$ cat src/hdl/hcd_pkg.sv
package hcd_pkg;

    localparam int COUNT_BITS_DEFAULT = 32;

    typedef enum logic [1:0] {
        KIND_DATA  = 2'd0,
        KIND_END   = 2'd1,
        KIND_ERROR = 2'd2
    } kind_t;

    typedef struct packed {
        logic [7:0] data;
        kind_t      kind;
    } result_t;

    typedef struct packed {
        logic enable;
        logic data_phase;
        logic left_zero;
    } core_status_t;

    // {is hex digit, digit value}
    function automatic logic [4:0] hex_digit(input logic [7:0] b);
        logic [4:0] r;
        r = 5'd0;
        if (b >= 8'h30 && b <= 8'h39) begin
            r = {1'b1, 4'(b - 8'h30)};
        end else if (b >= 8'h61 && b <= 8'h66) begin
            r = {1'b1, 4'(b - 8'h57)};
        end else if (b >= 8'h41 && b <= 8'h46) begin
            r = {1'b1, 4'(b - 8'h37)};
        end
        return r;
    endfunction

endpackage

$ cat src/hdl/hcd_core.sv
module hcd_core #(
    parameter int COUNT_BITS = hcd_pkg::COUNT_BITS_DEFAULT
) (
    input  logic                  aclk,
    input  logic                  aresetn,
    input  logic                  cfg_we,
    input  logic                  cfg_data,
    input  logic                  step,
    input  logic [7:0]            byte_in,
    output logic                  res_valid,
    output hcd_pkg::result_t      res,
    output hcd_pkg::core_status_t status
);

    logic                  enable_reg, enable_next;
    logic                  phase_reg, phase_next;
    logic [COUNT_BITS-1:0] left_reg, left_next;
    logic [COUNT_BITS-1:0] accum_reg, accum_next;
    logic                  seen_reg, seen_next;
    logic                  sad_reg, sad_next;
    logic                  bad_reg, bad_next;

    logic       is_lf;
    logic       is_ws;
    logic [4:0] hex;

    assign is_lf = (byte_in == 8'h0A);
    assign is_ws = (byte_in <= 8'h20) && !is_lf;
    assign hex   = hcd_pkg::hex_digit(byte_in);

    always_comb begin
        enable_next = enable_reg;
        phase_next  = phase_reg;
        left_next   = left_reg;
        accum_next  = accum_reg;
        seen_next   = seen_reg;
        sad_next    = sad_reg;
        bad_next    = bad_reg;
        res_valid   = 1'b0;
        res.data    = 8'h00;
        res.kind    = hcd_pkg::KIND_DATA;

        if (cfg_we) begin
            enable_next = cfg_data;
            left_next   = '0;
            phase_next  = 1'b0;
        end else if (step) begin
            if (!enable_reg) begin
                res_valid = 1'b1;
                res.data  = byte_in;
            end else if (phase_reg) begin
                left_next = left_reg - COUNT_BITS'(1);
                if (left_next == '0) begin
                    phase_next = 1'b0;
                end
                res_valid = 1'b1;
                res.data  = byte_in;
            end else if (is_lf) begin
                accum_next = '0;
                seen_next  = 1'b0;
                sad_next   = 1'b0;
                bad_next   = 1'b0;
                if (bad_reg) begin
                    res_valid = 1'b1;
                    res.kind  = hcd_pkg::KIND_ERROR;
                end else if (seen_reg) begin
                    if (accum_reg == '0) begin
                        res_valid = 1'b1;
                        res.kind  = hcd_pkg::KIND_END;
                    end else begin
                        left_next  = accum_reg;
                        phase_next = 1'b1;
                    end
                end
            end else if (is_ws) begin
                if (seen_reg) begin
                    sad_next = 1'b1;
                end
            end else if (!hex[4]) begin
                bad_next = 1'b1;
            end else if (!bad_reg) begin
                if (sad_reg || (accum_reg[COUNT_BITS-1 -: 4] != 4'd0)) begin
                    bad_next = 1'b1;
                end else begin
                    accum_next = {accum_reg[COUNT_BITS-5:0], hex[3:0]};
                    seen_next  = 1'b1;
                end
            end
        end
    end

    always_ff @(posedge aclk) begin
        if (!aresetn) begin
            enable_reg <= 1'b0;
            phase_reg  <= 1'b0;
            left_reg   <= '0;
            accum_reg  <= '0;
            seen_reg   <= 1'b0;
            sad_reg    <= 1'b0;
            bad_reg    <= 1'b0;
        end else begin
            enable_reg <= enable_next;
            phase_reg  <= phase_next;
            left_reg   <= left_next;
            accum_reg  <= accum_next;
            seen_reg   <= seen_next;
            sad_reg    <= sad_next;
            bad_reg    <= bad_next;
        end
    end

    assign status.enable     = enable_reg;
    assign status.data_phase = phase_reg;
    assign status.left_zero  = (left_reg == '0);

endmodule

$ cat src/hdl/hcd_outbuf.sv
module hcd_outbuf (
    input  logic             aclk,
    input  logic             aresetn,
    input  logic             in_valid,
    input  hcd_pkg::result_t in_res,
    output logic             in_ready,
    output logic             out_valid,
    output hcd_pkg::result_t out_res,
    input  logic             out_ready
);

    logic             out_valid_reg, out_valid_next;
    logic             skid_valid_reg, skid_valid_next;
    hcd_pkg::result_t out_reg, out_next;
    hcd_pkg::result_t skid_reg, skid_next;

    assign in_ready = !skid_valid_reg;

    always_comb begin
        out_valid_next  = out_valid_reg;
        skid_valid_next = skid_valid_reg;
        out_next        = out_reg;
        skid_next       = skid_reg;
        if (!out_valid_reg || out_ready) begin
            if (skid_valid_reg) begin
                out_valid_next  = 1'b1;
                out_next        = skid_reg;
                skid_valid_next = 1'b0;
            end else begin
                out_valid_next = in_valid;
                out_next       = in_res;
            end
        end else if (in_valid) begin
            skid_valid_next = 1'b1;
            skid_next       = in_res;
        end
    end

    always_ff @(posedge aclk) begin
        if (!aresetn) begin
            out_valid_reg  <= 1'b0;
            skid_valid_reg <= 1'b0;
        end else begin
            out_valid_reg  <= out_valid_next;
            skid_valid_reg <= skid_valid_next;
        end
        out_reg  <= out_next;
        skid_reg <= skid_next;
    end

    assign out_valid = out_valid_reg;
    assign out_res   = out_reg;

endmodule

$ cat src/hdl/http_chunked_decoder_top.sv
// HTTP chunked transfer decoder, one body byte per transaction.
// s_ channel: received body bytes. m_ channel: payload bytes and markers,
// m_tuser gives the kind (data, end of body, format error); markers carry
// zero in m_tdata. Size-line bytes give no output, except the LF that ends
// a zero-count line (end of body) or a malformed line (format error).
// cfg_ channel: one-bit chunked enable; 0 passes every byte straight through.
// A write clears any chunk in progress but keeps a partly read size line.
// Write it only while no bytes are in flight; cfg_ready stays low while
// s_tvalid is high, so a write never lands in the cycle of a byte.
// Throughput: one byte per cycle while s_tready is high; the decode state
// updates in the cycle a byte is accepted and its result is registered in
// the output register, or in the skid entry while m_ is stalled.
// Stall: a two-entry output register/skid pair absorbs one extra result;
// s_tready drops only while the skid entry is full.
// Reset (aresetn low, synchronous): enable clears to passthrough, the size
// line state and chunk count clear, both output entries empty.
module http_chunked_decoder_top #(
    parameter int COUNT_BITS = hcd_pkg::COUNT_BITS_DEFAULT
) (
    input  logic       aclk,
    input  logic       aresetn,
    input  logic       s_tvalid,
    output logic       s_tready,
    input  logic [7:0] s_tdata,   // [7:0] in_byte
    output logic       m_tvalid,
    input  logic       m_tready,
    output logic [7:0] m_tdata,   // [7:0] out_byte
    output logic [1:0] m_tuser,   // [1:0] kind
    input  logic       cfg_valid,
    output logic       cfg_ready,
    input  logic       cfg_data
);

    logic                  step;
    logic                  res_valid;
    hcd_pkg::result_t      res;
    hcd_pkg::result_t      out_res;
    hcd_pkg::core_status_t status;

    assign cfg_ready = !s_tvalid;
    assign step      = s_tvalid && s_tready;

    hcd_core #(
        .COUNT_BITS(COUNT_BITS)
    ) u_core (
        .aclk     (aclk),
        .aresetn  (aresetn),
        .cfg_we   (cfg_valid && cfg_ready),
        .cfg_data (cfg_data),
        .step     (step),
        .byte_in  (s_tdata),
        .res_valid(res_valid),
        .res      (res),
        .status   (status)
    );

    hcd_outbuf u_outbuf (
        .aclk     (aclk),
        .aresetn  (aresetn),
        .in_valid (step && res_valid),
        .in_res   (res),
        .in_ready (s_tready),
        .out_valid(m_tvalid),
        .out_res  (out_res),
        .out_ready(m_tready)
    );

    assign m_tdata = out_res.data;
    assign m_tuser = out_res.kind;

    a_marker_zero: assert property (@(posedge aclk) disable iff (!aresetn)
        (m_tvalid && m_tuser != hcd_pkg::KIND_DATA) |-> (m_tdata == 8'h00))
        else $error("marker with nonzero data");

    a_pass_result: assert property (@(posedge aclk) disable iff (!aresetn)
        (step && !cfg_valid && !status.enable) |=> m_tvalid)
        else $error("passthrough byte produced no result");

    a_phase_count: assert property (@(posedge aclk) disable iff (!aresetn)
        status.data_phase |-> !status.left_zero)
        else $error("data phase with zero bytes left");

endmodule
$ cat config.mk
export PLATFORM = sky130hd
export DESIGN_NAME = http_chunked_decoder_top
export DESIGN_NICKNAME = d
export VERILOG_FILES = /design/src/hdl/hcd_pkg.sv /design/src/hdl/hcd_core.sv /design/src/hdl/hcd_outbuf.sv /design/src/hdl/http_chunked_decoder_top.sv
export SDC_FILE = /design/constraint.sdc
export NUM_CORES = 1
export LEC_CHECK = 0
export BUFFER_PORTS_ARGS = -buffer_cell sky130_fd_sc_hd__buf_2
export CAP_MARGIN = 20
export CORE_MARGIN = 8
export CORE_UTILIZATION = 50
export DETAILED_ROUTE_END_ITERATION = 7
export PLACE_DENSITY_LB_ADDON = 0.2
export SETUP_SLACK_MARGIN = 0.5
export SLEW_MARGIN = 15
export SYNTH_ARGS = -nofsm -noshare
export SYNTH_HDL_FRONTEND = slang
export SYNTH_HIERARCHICAL = 1
export SYNTH_SLANG_ARGS = --single-unit
$ cat constraint.sdc
create_clock -name aclk -period 2.37 [get_ports aclk]
set_input_delay 0.1185 -clock aclk [delete_from_list [all_inputs] [get_ports aclk]]
set_output_delay 0.1185 -clock aclk [all_outputs]
set_load 0.03 [all_outputs]
# --- Yosys cells after proc, flatten, opt, wreduce, memory -nomap -nowiden ---
# Index checks and enable logic that the tools add are counted.
op_classes:
  eq_ne: 6
  n_reduce_logical: 29
  n_lt_le_gt_ge: 7
  n_bitwise: 4
  add_sub_neg: 4
  muxes: 52
op_table:
  columns: ["op", "count"]
  rows:
  - ["$mux 32", 10]
  - ["$logic_not 32->1", 2]
  - ["$sub 32x1->32 const B", 1]
  - ["$mux 10", 3]
  - ["$mux 1", 29]
  - ["$ge 8x7->1 const B", 2]
  - ["$le 8x6->1 const B", 2]
  - ["$le 8x7->1 const B", 2]
  - ["$mux 8", 2]
  - ["$mux 5", 3]
  - ["$reduce_and 6->1", 2]
  - ["$mux 2", 5]
  - ["$reduce_bool 2->1", 5]
  - ["$eq 8x4->1 const B", 1]
  - ["$ge 8x6->1 const B", 1]
  - ["$ne 2x1->1 const B", 4]
  - ["$reduce_and 8->1", 1]
  - ["$sub 4x3->4 const B", 2]
  - ["$logic_and 1x1->1", 7]
  - ["$reduce_and 5->1", 1]
  - ["$logic_not 1->1", 4]
  - ["$not 1->1", 4]
  - ["$reduce_and 2->1", 2]
  - ["$reduce_bool 4->1", 1]
  - ["4 further kinds", 6]
totals:
  input_bits: 14
  regBits: 91
  out_inout_bits: 13

# --- Longest topological paths before layout ---
depth:
  word_depth: 11
  ltp_mapped: 10

# --- By module ---
# The synthesis kept the hierarchy.
by_module_without_submodules:
  columns: ["module", "n_inst", "cells_each", "seq_area_each_um2", "area_per_inst_um2"]
  rows:
  - ["hcd_core", 1, 555, 1381.3, 4301.6]
  - ["hcd_outbuf", 1, 40, 640.6, 838.3]
  - ["http_chunked_decoder_top", 1, 4, 0.0, 23.8]

# --- Worst setup path after synthesis ---
# OpenSTA, ideal clock, no wires.
synth_timing:
  kind: "register to register"
  start: "register u_core.left_reg[0]"
  end: "register u_core.phase_reg"
  required_ns: 2.250
  path_slack_ns: 0.044
  t_arrival_ns: 2.205
  synth_period_minus_slack_ns: 2.326
  path_stages_with_launch: 10
  path_cell_list: "dfxtp_1 > inv_1 > ha_1 > or4b_1 > clkbuf_1 > nor3b_1 > xor2_1 > a2111oi_0 > and4_1 > a21oi_1"
synth_between:
  elab_chain_len: 4
synth_lines:
  columns: ["item", "line", "source"]
  rows:
  - ["from (decl)", "hcd_core.sv:17", "logic [COUNT_BITS-1:0] left_reg, left_next;"]
  - ["from (signal assigned)", "hcd_core.sv:104", "left_reg <= left_next;"]
  - ["$sub 32x1->32", "hcd_core.sv:52", "left_next = left_reg - COUNT_BITS'(1);"]
  - ["$logic_not 32->1", "hcd_core.sv:53", "if (left_next == '0) begin"]
  - ["$mux 1", "hcd_core.sv:53", null]
  - ["$mux 1", "hcd_core.sv:51", "end else if (phase_reg) begin"]
  - ["to (signal assigned)", "hcd_core.sv:103", "phase_reg <= phase_next;"]
  - ["to (decl)", "hcd_core.sv:16", "logic phase_reg, phase_next;"]
# No other way between the ends.
# A chain may end at the register's enable or synchronous reset.

# --- Worst setup path in the final report ---
layout_timing:
  start: "register u_core.accum_reg[16]"
  end: "register u_core.left_reg[31]"
layout_between:
  elab_chain_len: 3
layout_lines:
  columns: ["item", "line", "source"]
  rows:
  - ["from (decl)", "hcd_core.sv:18", "logic [COUNT_BITS-1:0] accum_reg, accum_next;"]
  - ["from (signal assigned)", "hcd_core.sv:105", "accum_reg <= accum_next;"]
  - ["$logic_not 32->1", "hcd_core.sv:67", "if (accum_reg == '0) begin"]
  - ["$ne 2x1->1 (no source line)", null, null]
  - ["$reduce_and 6->1 (no source line)", null, null]
# No other way between the ends.

==> run metrics <==
status completed; vias in the first global route 4746; Hold-fix buffers, CTS 0; Psw 792.2 uW; Core Area 10140 um^2; Tightest Pin Transition about 0.64 ns; CTS sink cnt 91; Final min period 2.141 ns; RSZ-0062 raised after global routing true; Die X-Extent approximately 120 um; Reg2Reg Depth 9; hold path start cfg_data; Comb power frac 0.075; clk buf depth 2; Clk network pwr share 0.370; Final Setup Violations 0; data arrival time of the critical path 2.42 ns; layout cells sized above 1 0.3957; nets 706; Slew headroom 0.5722; diodes inserted 0; grt ovf 0; Pwr Density 413.6 nW/um^2; Clock Latency Late Sink 0.38 ns; fin area 6948 um^2; Final HPWL DP approximately 11 mm; Synth Instances just under 600; Placer Congestion 0.8816; Num CTS Buffers 9; die area 13790 um^2; Placed Area 5802 um^2; crit path launch u_core/accum_reg[16]; Fin. Hold Viols 0; # fillers about 800; initial core utilization 0.5075; total track usage 0.2165; PortBufs 26; routed length per instance 20.19 um; R2R Setup Slk 0.23 ns; hold crit path type input port to flop; sequential share of power 0.556; Leak just under 3 nW; antenna violations before repair 0; routed vias/inst 6.291; 1st-pass router iterations 5; Routed Antenna Nets 0; Achievable Freq 467.1 MHz; root buffer cell clkbuf_8; largest net degree at the start of global routing 39; row count 37; final setup TNS 0 ns; worst vdd ir roughly 0.00029 V; Crit Path Max Fanout 9; P&R area growth vs syn 35.04%; WHS Path Cells 3; first-pass GRT wire length 24.59 mm; Tcrit/Tclk final 0.9032; vias after detailed routing 5196; CTS tree built; CP Launch Type flop; Max Slew Vio Count 0; syn_nets 617; Int Pwr 2.082 mW; Switching Fraction 0.2757; detailed-route DRC error count 0; Die H 117.4 um; Worst Path Required 2.65 ns; synth warn 6; Fin Clk Skew 0.01560 ns; Ports 27; worst r2r src u_core/accum_reg[16]; kind of critical path flop to flop; drt total wl ~17 mm; synthesized area per cell 8.632 um^2; Reg clk slew, reported paths ~0.11 ns; drt initial violations 523; H-tree levels 3; Synth Cell Area ~5100 um^2; MaxCap Viol Count 0; crit end category flop
==> worst max-delay path: stages, from the launching register on <==
cell and delay [ns]:
dfxtp_1 0.36, nor4_2 0.33, nand4_1 0.22, buf_4 0.20
o211a_4 0.24, o21ai_4 0.22, buf_12 0.15, clkbuf_16 0.15
o211ai_1 0.10, o31ai_1 0.08
==> timing repair <==
| item | 4_1_cts | 5_1_grt |
|---|---|---|
| endpoints found under the hold margin | 0 | 0 |
| gates resized for setup | 42 | 98 |
| pin swaps | 35 | 63 |
| cloned | 3 | 5 |
| endpoints found under the setup margin | 78 | 85 |
| setup buffers | 21 | 13 |
==> metal layers <==
metal | share of wire | global-route usage | up-vias
met5 | 0 | 0 | -
met4 | 0.027 | 0.06650 | 0
met3 | 0.086 | 0.04604 | 43
met2 | 0.46 | 0.3333 | 246
met1 | 0.42 | 0.2957 | 2500
li1 | - | - | 2407
==> cells in the final DEF, fill, tap and decap left out, types with 6 or more instances in the layout <==
| master | instances |
|---|---|
| a21boi_1 | 12 |
| a21boi_2 | 13 |
| a21oi_1 | 25 |
| a22oi_1 | 9 |
| a31oi_1 | 16 |
| and2_1 | 14 |
| buf_2 | 26 |
| buf_4 | 72 |
| buf_6 | 9 |
| clkbuf_8 | 9 |
| dfxtp_1 | 53 |
| dfxtp_2 | 13 |
| edfxtp_1 | 20 |
| ha_1 | 6 |
| inv_1 | 8 |
| mux2_2 | 7 |
| mux2_4 | 11 |
| nand2_1 | 50 |
| nand2_4 | 15 |
| nand2b_1 | 6 |
| nand3_1 | 43 |
| nand4_1 | 13 |
| nor2_1 | 29 |
| nor2b_1 | 8 |
| nor3_1 | 14 |
| nor4_1 | 12 |
| nor4_2 | 8 |
| nor4_4 | 7 |
| o211ai_1 | 8 |
| o21ai_0 | 15 |
==> layout make-up <==
type	instances	area, um^2	share of cell area
Clock inverter	7	68.82	0.009905
Sequential cell	91	2057	0.2961
Inverter	13	61.31	0.008824
Multi-Input combinational cell	454	3510	0.5051
Timing Repair Buffer	116	957.2	0.1378
Tap cell	136	170.2	0.02449
Clock buffer	9	123.9	0.01783
==> path summary, 6_finish.rpt <==
| check | end |
|---|---|
| worst max-delay path | u_core/left_reg[31] |
| worst min-delay path | u_core/enable_reg |
| worst max register to register | u_core/left_reg[31] |
| worst min register to register | u_core/left_reg[17] |
==> power by group through the flow <==
stage	registers [mW]	logic (mW)	clock network [mW]
2_1_floorplan	1.67	0.0990	0
3_3_place_gp	1.64	0.188	0
3_5_place_dp	1.64	0.192	0
4_1_cts	1.60	0.199	1.07
5_1_grt	1.60	0.229	1.14
6_report	1.60	0.215	1.06
==> through the flow <==
step	std cells	total power, mW	util	hold WS (ns)	worst slack (ns)
5_1_grt	826	2.967	0.6853	0.05193	0.1432
3_3_place_gp	768	1.825	0.5723	0.3864	0.07933
3_5_place_dp	768	1.830	0.5723	0.4011	0.02712
2_1_floorplan	596	1.765	-	0.2752	0.2031
4_1_cts	808	2.863	0.6252	0.009231	0.2757
6_report	826	2.874	0.6853	0.02501	0.2293
No activity file was read; power rests on OpenSTA's default activity.
